==> config.mk <==
export PLATFORM = sky130hd
export DESIGN_NAME = rmlu_ram
export DESIGN_NICKNAME = d
export VERILOG_FILES = /design/src/hdl/rmlu_ram.sv
export SDC_FILE = /design/constraint.sdc
export NUM_CORES = 1
export LEC_CHECK = 0
export BUFFER_PORTS_ARGS = -buffer_cell sky130_fd_sc_hd__buf_2
export CAP_MARGIN = 20
export CORE_ASPECT_RATIO = 1.5
export CORE_MARGIN = 2
export CORE_UTILIZATION = 44
export CTS_CLUSTER_DIAMETER = 100
export DETAILED_ROUTE_END_ITERATION = 16
export HOLD_SLACK_MARGIN = 0.05
export SETUP_SLACK_MARGIN = 0.5
export SYNTH_ARGS = -nofsm -noshare
export SYNTH_HDL_FRONTEND = slang
export SYNTH_SLANG_ARGS = --single-unit
==> constraint.sdc <==
create_clock -name clk_i -period 2.6 [get_ports clk_i]
set_clock_uncertainty 0.05 [all_clocks]
set_input_delay 0.65 -clock clk_i [delete_from_list [all_inputs] [get_ports clk_i]]
set_output_delay 0.65 -clock clk_i [all_outputs]
set_load 0.01 [all_outputs]
==> src/hdl/rmlu_ram.sv <==
// rmlu_ram: one write port, one read port memory with registered read data
// no dependencies
`default_nettype none

module rmlu_ram #(
  parameter int unsigned WIDTH = 8,
  parameter int unsigned DEPTH = 16
) (
  input  wire logic                     clk_i,
  input  wire logic                     we_i,
  input  wire logic [$clog2(DEPTH)-1:0] waddr_i,
  input  wire logic [WIDTH-1:0]         wdata_i,
  input  wire logic [$clog2(DEPTH)-1:0] raddr_i,
  output logic      [WIDTH-1:0]         rdata_o
);

  logic [WIDTH-1:0] mem_q [DEPTH];

  // write port
  always_ff @(posedge clk_i) begin
    if (we_i) begin
      mem_q[waddr_i] <= wdata_i;
    end
  end

  // read port, registered
  always_ff @(posedge clk_i) begin
    rdata_o <= mem_q[raddr_i];
  end

endmodule

`default_nettype wire

==> results of run 1 <==
-- per-layer routing --
metal	wire, um	track usage	part of all wire	up-vias
met5	0	0	0	-
met4	172	0.0804	0.018	0
met3	397	0.0516	0.041	12
met2	5550	0.309	0.57	68
met1	3690	0.191	0.38	1239
li1	-	-	-	1082
-- flip-flops by register name (all words and copies together) (netlist names) --
register and count:
rdata_o 8, mem_q 128
-- kinds of logic (layout without fill, tap and decap cells) --
| kind of cell | after synthesis | after routing | share of synthesized area |
|---|---|---|---|
| mux | 32 | 32 | 0.150 |
| simple gates | 35 | 35 | 0.0318 |
| compound gates | 16 | 16 | 0.0233 |
| buf+inv | 10 | 79 | 0.0168 |
| flops | 136 | 136 | 0.778 |
-- power groups by stage --
stage          Clock (mW)  Sequential, mW  Combinational (mW)
2_1_floorplan           0            2.51               0.125
3_3_place_gp            0            2.51               0.232
3_5_place_dp            0            2.51               0.237
4_1_cts              2.69            2.47               0.238
5_1_grt              2.79            2.47               0.253
6_report             2.66            2.46               0.231
-- how the worst min path moves through the flow --
stage / from / end / slack [ns] / depth (start not counted)
global placement: mem_q[12][0]$_DFFE_PP_ / rdata_o[0]$_DFF_P_ / 0.60 / 3
CTS: wdata_i[6] / mem_q[10][6]$_DFFE_PP_ / 0.57 / 1
detailed placement: mem_q[14][1]$_DFFE_PP_ / rdata_o[1]$_DFF_P_ / 0.61 / 3
finish: wdata_i[1] / mem_q[4][1]$_DFFE_PP_ / 0.58 / 1
floorplan: mem_q[7][0]$_DFFE_PP_ / rdata_o[0]$_DFF_P_ / 0.58 / 3
global route: wdata_i[1] / mem_q[4][1]$_DFFE_PP_ / 0.57 / 1
-- stage by stage --
step            util  area, sq um  setup WS [ns]  hold slack [ns]
3_5_place_dp   0.485         5570          0.446            0.613
5_1_grt        0.544         6240          0.805            0.570
6_report       0.544         6240          0.867            0.580
4_1_cts        0.544         6240          0.868            0.566
2_1_floorplan      -         5150          0.634            0.579
3_3_place_gp   0.485         5570          0.463            0.599
-- cells in the mapped netlist --
cell type / count
sky130_fd_sc_hd__a22oi_1: 16
sky130_fd_sc_hd__nor2_1: 13
sky130_fd_sc_hd__mux4_2: 18
sky130_fd_sc_hd__or3b_2: 1
sky130_fd_sc_hd__nor3_1: 4
sky130_fd_sc_hd__and2_1: 1
sky130_fd_sc_hd__nand2_1: 9
sky130_fd_sc_hd__nand3b_1: 2
sky130_fd_sc_hd__edfxtp_1: 128
sky130_fd_sc_hd__buf_4: 1
sky130_fd_sc_hd__nand3_1: 1
sky130_fd_sc_hd__and2b_1: 1
sky130_fd_sc_hd__clkdlybuf4s25_2: 3
sky130_fd_sc_hd__dfxtp_1: 8
sky130_fd_sc_hd__buf_2: 3
sky130_fd_sc_hd__buf_6: 3
sky130_fd_sc_hd__mux4_1: 14
sky130_fd_sc_hd__nor2b_1: 1
sky130_fd_sc_hd__nand2b_1: 2
-- layout make-up --
type                            instances  area (sq um)  area share
Clock inverter                          7           163      0.0261
Clock buffer                           25           505      0.0810
Tap cell                              150           188      0.0301
Multi-Input combinational cell         83          1060       0.170
Timing Repair Buffer                   47           315      0.0506
Sequential cell                       136          4000       0.642
==> results.md, run 1 <==
- Clock power share: 0.496
- Number of pins with negative max-slew slack in the final report: 0
- Reg-to-reg startpoint: mem_q[0][2]$_DFFE_PP_
- Slack of the worst reg-to-reg path: 1.18 ns
- TritonCTS Sinks: 136
- Global-route wire length before repair: 15.1 mm
- Boundary pin count: 26
- Top area cells in the synthesized netlist: sky130_fd_sc_hd__edfxtp_1, sky130_fd_sc_hd__mux4_2, sky130_fd_sc_hd__mux4_1
- Resize count post-CTS: 0
- RSZ-0062 raised after global routing: no
- Setup crit end: rdata_o[2]$_DFF_P_
- Effective utilization at floorplan: 0.449
- HP Class: input pin to register
- Insertion delay of the later-clocked pin in the worst-skew pair: roughly 0.41 ns
- Maximum Capacitance Violations: 0
- Number of filler cells placed in the layout: around 900
- Worst IR Drop VDD: 0.000437 V
- Design Power: approximately 5.4 mW
- Sequential fraction of design power: 0.460
- Final Critical Period: about 1.7 ns
- Via Count: about 2.4k
- Number of standard cells after synthesis: 229
- Total gr overflow: 0
- IO buf count: 25
- Placed cell count: around 420
- Worst-path clk slew: ~0.060 ns
- Status: finished clean
- Leading cell type in the layout, fill and taps excluded: sky130_fd_sc_hd__edfxtp_1
- Logic pwr share: 0.043
- Levels on crit path: 5
- CTS tree: yes
- Slew @ Worst Pin: approximately 0.74 ns
- Area enclosed by the die boundary: 12,600 sq um
- Final sum of negative setup slack: 0 ns
- Top cell type's share of synthesized area: 0.747
- Cells along the critical path: buf_2, buf_12, mux4_1, a22oi_1, nand2_1
- Synth unique cells: 19
- Routed WL: around 9.8 mm
- Max Root-Sink Buffers: 2
- Data required time at the worst endpoint: 2.85 ns
- Number of global-route vias before repair: between 2k and 3k
- Switching power share of the total: 0.182
- Max transition margin: 0.509
- Power per Cell Area: between 800 and 900 nW/um^2
- Placer's final routability congestion estimate: 0.762
- Crit-path slowest cell: sky130_fd_sc_hd__mux4_1
- Htree depth: 4
- Pin count of the biggest net entering global routing: 33
- Net switching power of the design: ~0.97 mW
- End of the worst register-to-register path: rdata_o[2]$_DFF_P_
- # diodes: 0
- TritonCTS buffer count: 17
- Number of optimization iterations in the first detailed-route pass: 4
- Final routed wire length divided by cell count: 21.9 um
- Final Non-Filler Cells: approximately 450
- Antenna violations before repair: 0
- Area added between synthesis and finish: 21.2%
- CP Class: input pin to register
- Avg Vias per Cell: ~5.4
- Yosys top cell by area: sky130_fd_sc_hd__edfxtp_1
- Final Hold Vio Count: 0
- Stage delay of the slowest cell on the critical path: roughly 0.60 ns
- 1st-iter DRT viols: just over 200
- Sequential-to-total area share from yosys stat: 0.778
- Total global-route track usage: 0.174
- Number of rows in the core area: 48
- Syn Nets: around 250
- Post-route DRC: 0
- Flip-flop and latch count after synthesis: ~140
- Crit. Startpoint: raddr_i[0]
- Clock Root Buffer: sky130_fd_sc_hd__clkbuf_16
- Final Net Count: 303
- Finish-stage setup viols: 0
- Register-to-Register Path Depth: 3
- Worst-path maximum fanout: 32
- Maximum clock rate: roughly 0.58 GHz
- Vertical extent of the die: roughly 140 um
- Post-Syn Area: slightly above 5000 sq um
- Post-CTS setup buffers: 0
- Critical path launch point type: input pin
- Period utilisation layout: 0.667
- Critical Path End Type: register
- Internal Power: ~4.4 mW
- Number of hold buffers added after cts: 0
- Die Wd: between 90 and 100 um
- Leakage power summed over all cells: roughly 2.1 nW
- Layout cells sized above 1: 0.322
- Family with the most delay on the worst path: multiplexers
- Avg Synthesized Cell Area: between 20 and 25 sq um
- Remaining antenna violation count after routing: 0
- Placed wire-length estimate: 6.36 mm
- Core area: around 11,000 sq um
- Buffer and inverter count on the worst path: 2
- Highest-count cells in the layout ignoring fill and taps: sky130_fd_sc_hd__edfxtp_1, sky130_fd_sc_hd__buf_2, sky130_fd_sc_hd__buf_4
- Arrival @ worst endpoint: a little under 2 ns
- Total of warnings raised by yosys: 0
Note: power is estimated with default switching activity, not from simulation.
==> inputs of run 2 (changes only) <==
==> constraint.sdc (replaced) <==
create_clock -name clk_i -period 1.65 [get_ports clk_i]
set_clock_uncertainty 0.05 [all_clocks]
set_input_delay 0.4125 -clock clk_i [delete_from_list [all_inputs] [get_ports clk_i]]
set_output_delay 0.4125 -clock clk_i [all_outputs]
set_load 0.01 [all_outputs]
==> run 2 against run 1 <==
Effect of this change:
- critical path depth down 4
- global-route usage up 0.32 points
- final cell count is 4.7% higher
- critical endpoint is now rdata_o[7]
- sequential share of layout area shrank 3.7 points
- power grew 41%
- first-iteration DRC count down 36%
- via count increased by 2.0%
- largest power group is now registers
- die area did not move
- count of clock-buffer cells in the layout decreased by 5
- worst hold slack got worse by 0.25 ns
- flip-flop and latch count is the same
- non-clock buffer count grew 21
==> results.md, run 2 (synthesis gave the netlist of run 1 again) <==
- Status: finished clean
- Total global-route track usage: 0.178 (+0.00323)
- Core area: 11,500 sq um (unchanged)
- Leakage power summed over all cells: 2.21 nW (+3.1%)
- RSZ-0062 raised after global routing: yes
- Insertion delay of the later-clocked pin in the worst-skew pair: 0.42 ns (about the same)
- Number of pins with negative max-slew slack in the final report: 0 (unchanged)
- Placer's final routability congestion estimate: 0.725 (-4.9%)
- Arrival @ worst endpoint: 0.86 ns (-1.12 ns)
- TritonCTS Sinks: 136 (unchanged)
- Number of rows in the core area: 48 (unchanged)
- Post-route DRC: 0 (unchanged)
- Setup slack after placement: -0.232 ns (-0.677 ns)
- Placed wire-length estimate: 6.69 mm (+5.1%)
- TritonCTS buffer count: 17 (unchanged)
- Clock Root Buffer: sky130_fd_sc_hd__clkbuf_16
- Levels on crit path: 1 (-4)
- Global-route wire length before repair: 15.5 mm (+2.1%)
- Worst-path clk slew: 0.05 ns (about the same)
- Boundary pin count: 26 (unchanged)
- Hold Worst Slack: 0.334 ns (-0.245 ns)
- Vertical extent of the die: 136 um (unchanged)
- Register-to-Register Path Depth: 3 (unchanged)
- # diodes: 0 (unchanged)
- Critical path launch point type: register
- Family with the most delay on the worst path: flip-flops
- Stage delay of the slowest cell on the critical path: 0.34 ns (-0.26 ns)
- Effective utilization at floorplan: 0.449 (unchanged)
- CP Class: register to output pin
- Max Root-Sink Buffers: 2 (unchanged)
- IO buf count: 25 (unchanged)
- Final routed wire length divided by cell count: 21.4 um (-2.2%)
- Highest-count cells in the layout ignoring fill and taps: sky130_fd_sc_hd__edfxtp_1, sky130_fd_sc_hd__mux4_2, sky130_fd_sc_hd__buf_4
- HP Class: input pin to register
- Maximum Capacitance Violations: 0 (unchanged)
- Final Critical Period: approximately 1.3 ns
- Crit-path slowest cell: sky130_fd_sc_hd__dfxtp_2
- Slew @ Worst Pin: 0.587 ns (-0.149 ns)
- Pin count of the biggest net entering global routing: 23 (-30%)
- Leading cell type in the layout, fill and taps excluded: sky130_fd_sc_hd__edfxtp_1
- Antenna violations before repair: 0 (unchanged)
- Maximum clock rate: roughly 0.76 GHz
- Htree depth: 4 (unchanged)
- Period utilisation layout: 0.801
- Worst Hold Path Cells: 1 (unchanged)
- Worst-path maximum fanout: 1 (-97%)
- Total gr overflow: 0 (unchanged)
- Number of flip-flops under the largest register name: 128 (unchanged)
- Area enclosed by the die boundary: 12,600 sq um (unchanged)
- Via Count: 2,448 (+2.0%)
- Die Wd: 92.3 um (unchanged)
- Number of optimization iterations in the first detailed-route pass: 4 (unchanged)
- Avg Vias per Cell: 5.22 (-2.6%)
- Remaining antenna violation count after routing: 0 (unchanged)
- Power per Cell Area: 1140 nW/um^2 (+33%)
- Layout cells sized above 1: 0.520 (+0.198)
- Register name with the most flops: mem_q
- Data required time at the worst endpoint: 1.19 ns (-1.66 ns)
- Worst IR Drop VDD: 0.000727 V (+66%)
- Number of global-route vias before repair: 2,636 (+1.1%)
- Area added between synthesis and finish: 28.9%
- Max transition margin: 0.607 (+0.0985)
- Number of hold buffers added after cts: 0 (unchanged)
- Final Net Count: 324 (+6.9%)
- Cells along the critical path: buf_6
- Buffer and inverter count on the worst path: 1 (-1)
- Final worst slack: 0.328 ns (-0.539 ns)
- Critical Path End Type: output pin
- Biggest registers after layout: mem_q: 128 flops, rdata_o: 8 flops
- CTS tree: yes
- Finish-stage setup viols: 0 (unchanged)
- 1st-iter DRT viols: 131 (-36%)
- Routed WL: 10.0 mm (+2.4%)
- Final Hold Vio Count: 0 (unchanged)
==> run 2: cell types whose count changed in the layout (fill, tap and decap cells not counted), moves of 8 or more <==
cell	delta
sky130_fd_sc_hd__mux4_2	+14
sky130_fd_sc_hd__buf_12	+8
sky130_fd_sc_hd__nor2_1	-13
sky130_fd_sc_hd__mux4_1	-14
sky130_fd_sc_hd__a22oi_1	-12
sky130_fd_sc_hd__a22oi_2	+12
sky130_fd_sc_hd__buf_6	+17
sky130_fd_sc_hd__nor2_4	+11
sky130_fd_sc_hd__buf_2	-10
==> run 2: report_power, final <==
part	leakage (nW)	switching [mW]	internal [mW]	total, mW
clock	0.247	1.29	1.87	3.16
combinational	0.740	0.256	0.260	0.516
sequential	1.22	0.0274	3.87	3.90
==> run 2: final cells by class <==
| type | instances | area (sq um) |
|---|---|---|
| timing repair buffer | 68 | 704 |
| fill | 841 | 4840 |
| clock buffer | 20 | 437 |
| tap | 150 | 188 |
| sequential | 136 | 4010 |
| multi-input combinational | 83 | 1230 |
| clock inverter | 12 | 61.3 |
==> run 2: final timing paths <==
kind	startpoint	slack, ns	to
hold reg to reg	mem_q[12][1]$_DFFE_PP_	0.62	rdata_o[1]$_DFF_P_
hold / removal	wdata_i[0]	0.33	mem_q[4][0]$_DFFE_PP_
setup reg to reg	mem_q[10][7]$_DFFE_PP_	0.35	rdata_o[7]$_DFF_P_
setup / recovery	rdata_o[7]$_DFF_P_	0.33	rdata_o[7]
==> run 2: stage by stage <==
| stage | power (mW) | cells | instance area [sq um] | TNS, ns | util |
|---|---|---|---|---|---|
| after floorplan | 4.20 | 229 | 5270 | 0 | - |
| after global placement | 4.38 | 426 | 5790 | -1.65 | 0.505 |
| after detailed placement | 4.39 | 426 | 5790 | -2.23 | 0.505 |
| after CTS | 7.60 | 467 | 6530 | 0 | 0.569 |
| after global routing | 7.82 | 469 | 6630 | 0 | 0.578 |
| final | 7.57 | 469 | 6630 | 0 | 0.578 |
==> run 2: repair_timing <==
item / in CTS / in global routing
endpoints found under the setup margin: 98 / 58
pin swaps: 7 / 3
cloned: 1 / 0
setup buffers: 8 / 2
endpoints found under the hold margin: 0 / 0
resized for setup: 33 / 19
==> run 2: routing by layer <==
layer,up-vias,global-route usage,share of wire
li1,1124,-,-
met2,48,0.307,0.56
met4,0,0.0746,0.019
met5,-,0,0
met3,12,0.0516,0.034
met1,1264,0.207,0.38
==> inputs of run 3 (changes only) <==
==> constraint.sdc (replaced) <==
create_clock -name clk_i -period 1.2 [get_ports clk_i]
set_clock_uncertainty 0.05 [all_clocks]
set_input_delay 0.3 -clock clk_i [delete_from_list [all_inputs] [get_ports clk_i]]
set_output_delay 0.3 -clock clk_i [all_outputs]
set_load 0.01 [all_outputs]
==> run 3 against run 2 <==
Effect of this change:
- the flow now finishes with violations (negative setup slack)
- routed wire length is 1.2% lower
- count of clock-buffer cells in the layout increased by 2
- first-iteration DRC count up 46%
- flip-flop and latch count is the same
- power rose by 51%
- worst hold slack worse by 0.11 ns
- combinational power increased by 33%
- via count rose by 1.6%
- sequential power rose by 37%
- critical endpoint is now rdata_o[3]$_DFF_P_
- global-route usage shrank 0.12 points
==> results.md, run 3 (synthesis gave the netlist of run 1 again) <==
- Slew @ Worst Pin: 0.848 ns (+0.261 ns)
- End of the worst register-to-register path: rdata_o[3]$_DFF_P_
- Post-route DRC: 0 (unchanged)
- Design area: 6790 sq um (+2.4%)
- Worst-path clk slew: 0.05 ns (about the same)
- Total gr overflow: 0 (unchanged)
- Maximum clock rate: approximately 0.75 GHz
- Leading cell type in the layout, fill and taps excluded: sky130_fd_sc_hd__edfxtp_1
- End point of the most critical hold path: mem_q[12][7]$_DFFE_PP_
- Number of rows in the core area: 48 (unchanged)
- Arrival @ worst endpoint: 1.56 ns (+0.70 ns)
- Clock power share: 0.473 (+0.056)
- Final core utilization: 0.592 (+0.0141)
- Pin count of the biggest net entering global routing: 20 (-13%)
- Critical Path End Type: register
- Register-to-Register Path Depth: 3 (unchanged)
- Power per Cell Area: 1690 nW/um^2 (+48%)
- Worst IR Drop VDD: 0.000939 V (+29%)
- Highest-count cells in the layout ignoring fill and taps: sky130_fd_sc_hd__edfxtp_1, sky130_fd_sc_hd__mux4_2, sky130_fd_sc_hd__buf_6
- Avg Vias per Cell: 5.24 (+0.48%)
- Global-route wire length before repair: 15.6 mm (+0.93%)
- Crit-path slowest cell: sky130_fd_sc_hd__mux4_2
- Remaining antenna violation count after routing: 0 (unchanged)
- Final Hold Vio Count: 0 (unchanged)
- Layout cells sized above 1: 0.481 (-0.0389)
- Number of pins with negative max-slew slack in the final report: 0 (unchanged)
- Number of global-route vias before repair: 2,755 (+4.5%)
- Biggest registers after layout: mem_q: 128 flops, rdata_o: 8 flops
- Levels on crit path: 3 (+2)
- Antenna violations before repair: 0 (unchanged)
- Hold Worst Slack: 0.225 ns (-0.110 ns)
- Placed wire-length estimate: 6.78 mm (+1.3%)
- Core area: 11,500 sq um (unchanged)
- Htree depth: 4 (unchanged)
- Placer's final routability congestion estimate: 0.744 (+2.7%)
- IO buf count: 25 (unchanged)
- Final Net Count: 329 (+1.5%)
- Cells along the critical path: mux4_2, a22oi_2, nand2_1
- Switching power share of the total: 0.186 (-0.0213)
- Final worst slack: -0.128 ns (-0.456 ns)
- Max transition margin: 0.434 (-0.174)
- # diodes: 0 (unchanged)
- Final Non-Filler Cells: 474 (+1.1%)
- Register name with the most flops: mem_q
- Finish-stage setup viols: 9 (+9)
- Worst-path maximum fanout: 1 (unchanged)
- Number of flip-flops under the largest register name: 128 (unchanged)
- Effective utilization at floorplan: 0.449 (unchanged)
- Area added between synthesis and finish: 32.0%
- Number of hold buffers added after cts: 0 (unchanged)
- Maximum Capacitance Violations: 0 (unchanged)
- CP Class: register to register
- TritonCTS Sinks: 136 (unchanged)
- Critical path launch point type: register
- Reg-to-reg startpoint: mem_q[3][3]$_DFFE_PP_
- Insertion delay of the later-clocked pin in the worst-skew pair: 0.41 ns (about the same)
- 1st-iter DRT viols: 191 (+46%)
- Vertical extent of the die: 136 um (unchanged)
- Die Wd: 92.3 um (unchanged)
- Area enclosed by the die boundary: 12,600 sq um (unchanged)
- Slack of the worst reg-to-reg path: -0.13 ns (-0.48 ns)
- Stage delay of the slowest cell on the critical path: 0.49 ns (+0.15 ns)
- Clock Root Buffer: sky130_fd_sc_hd__clkbuf_16
- Number of optimization iterations in the first detailed-route pass: 4 (unchanged)
- Buffer and inverter count on the worst path: 0 (-1)
- Family with the most delay on the worst path: multiplexers
- Max Root-Sink Buffers: 2 (unchanged)
- HP Class: input pin to register
- Final Critical Period: ~1.3 ns
- RSZ-0062 raised after global routing: yes
- Period utilisation layout: 1.11
- Violated checks: negative setup slack
- Post-Place Cell Area: 6010 sq um (+3.7%)
- CTS tree: yes
- Min-delay src: wdata_i[7]
- Status: finished with violations
- Via Count: 2,486 (+1.6%)
- Final sum of negative setup slack: -0.688 ns (-0.688 ns)
- Number of filler cells placed in the layout: 829 (-1.4%)
- Leakage power summed over all cells: 2.30 nW (+4.0%)
- Placed cell count: 439 (+3.1%)
- Boundary pin count: 26 (unchanged)
- Final routed wire length divided by cell count: 20.9 um (-2.2%)
- Data required time at the worst endpoint: 1.43 ns (+0.24 ns)
- Sequential fraction of design power: 0.467 (-0.048)
- TritonCTS buffer count: 17 (unchanged)
- Routed WL: 9.92 mm (-1.2%)
- Internal Power: 9.32 mW (+55%)
- Net switching power of the design: 2.13 mW (+36%)
- Total global-route track usage: 0.176 (-0.00117)
- Logic pwr share: 0.060 (-0.008)
- Worst Hold Path Cells: 1 (unchanged)
==> run 3: cell count changes in the layout (fill, tap and decap cells not counted), sizes merged <==
cell and change:
clkbuf +2, clkinv -7, buf +5, bufinv +5
==> run 3: timing repair <==
item	4_1_cts	5_1_grt
buffers inserted	2	1
pin swaps	7	2
gates resized for setup	33	1
setup endpoints to repair	144	144
gates cloned	0	0
==> run 3: through the flow <==
step | power, mW | worst slack, ns
final | 11.5 | -0.128
after global routing | 11.8 | -0.192
after CTS | 11.5 | -0.147
after floorplan | 5.77 | -0.253
after global placement | 6.07 | -0.528
after detailed placement | 6.09 | -0.503
==> run 3: final cells by class <==
class,count,area [sq um],area share
sequential,136,4010,0.590
multi-input combinational,83,1180,0.174
timing repair buffer,73,797,0.117
clock buffer,22,444,0.0654
tap,150,188,0.0276
clock inverter,10,175,0.0258
==> run 3: worst max-delay path by stage <==
stage                          start                     to
2_1_floorplan             waddr_i[2]  mem_q[0][0]$_DFFE_PP_
3_3_place_gp              raddr_i[0]     rdata_o[0]$_DFF_P_
3_5_place_dp              raddr_i[0]     rdata_o[3]$_DFF_P_
4_1_cts        mem_q[3][3]$_DFFE_PP_     rdata_o[3]$_DFF_P_
5_1_grt        mem_q[2][3]$_DFFE_PP_     rdata_o[3]$_DFF_P_
6_report       mem_q[3][3]$_DFFE_PP_     rdata_o[3]$_DFF_P_
==> run 3: power by group through the flow <==
stage / combinational, mW / sequential (mW) / clock, mW
2_1_floorplan: 0.322 / 5.45 / 0
3_3_place_gp: 0.634 / 5.44 / 0
3_5_place_dp: 0.645 / 5.44 / 0
4_1_cts: 0.690 / 5.35 / 5.49
5_1_grt: 0.745 / 5.36 / 5.69
6_report: 0.685 / 5.35 / 5.42
==> run 3: layer usage <==
layer | GRT usage | part of all wire
met4 | 0.0622 | 0.0069
met3 | 0.0455 | 0.034
met1 | 0.204 | 0.39
met5 | 0 | 0
met2 | 0.317 | 0.57
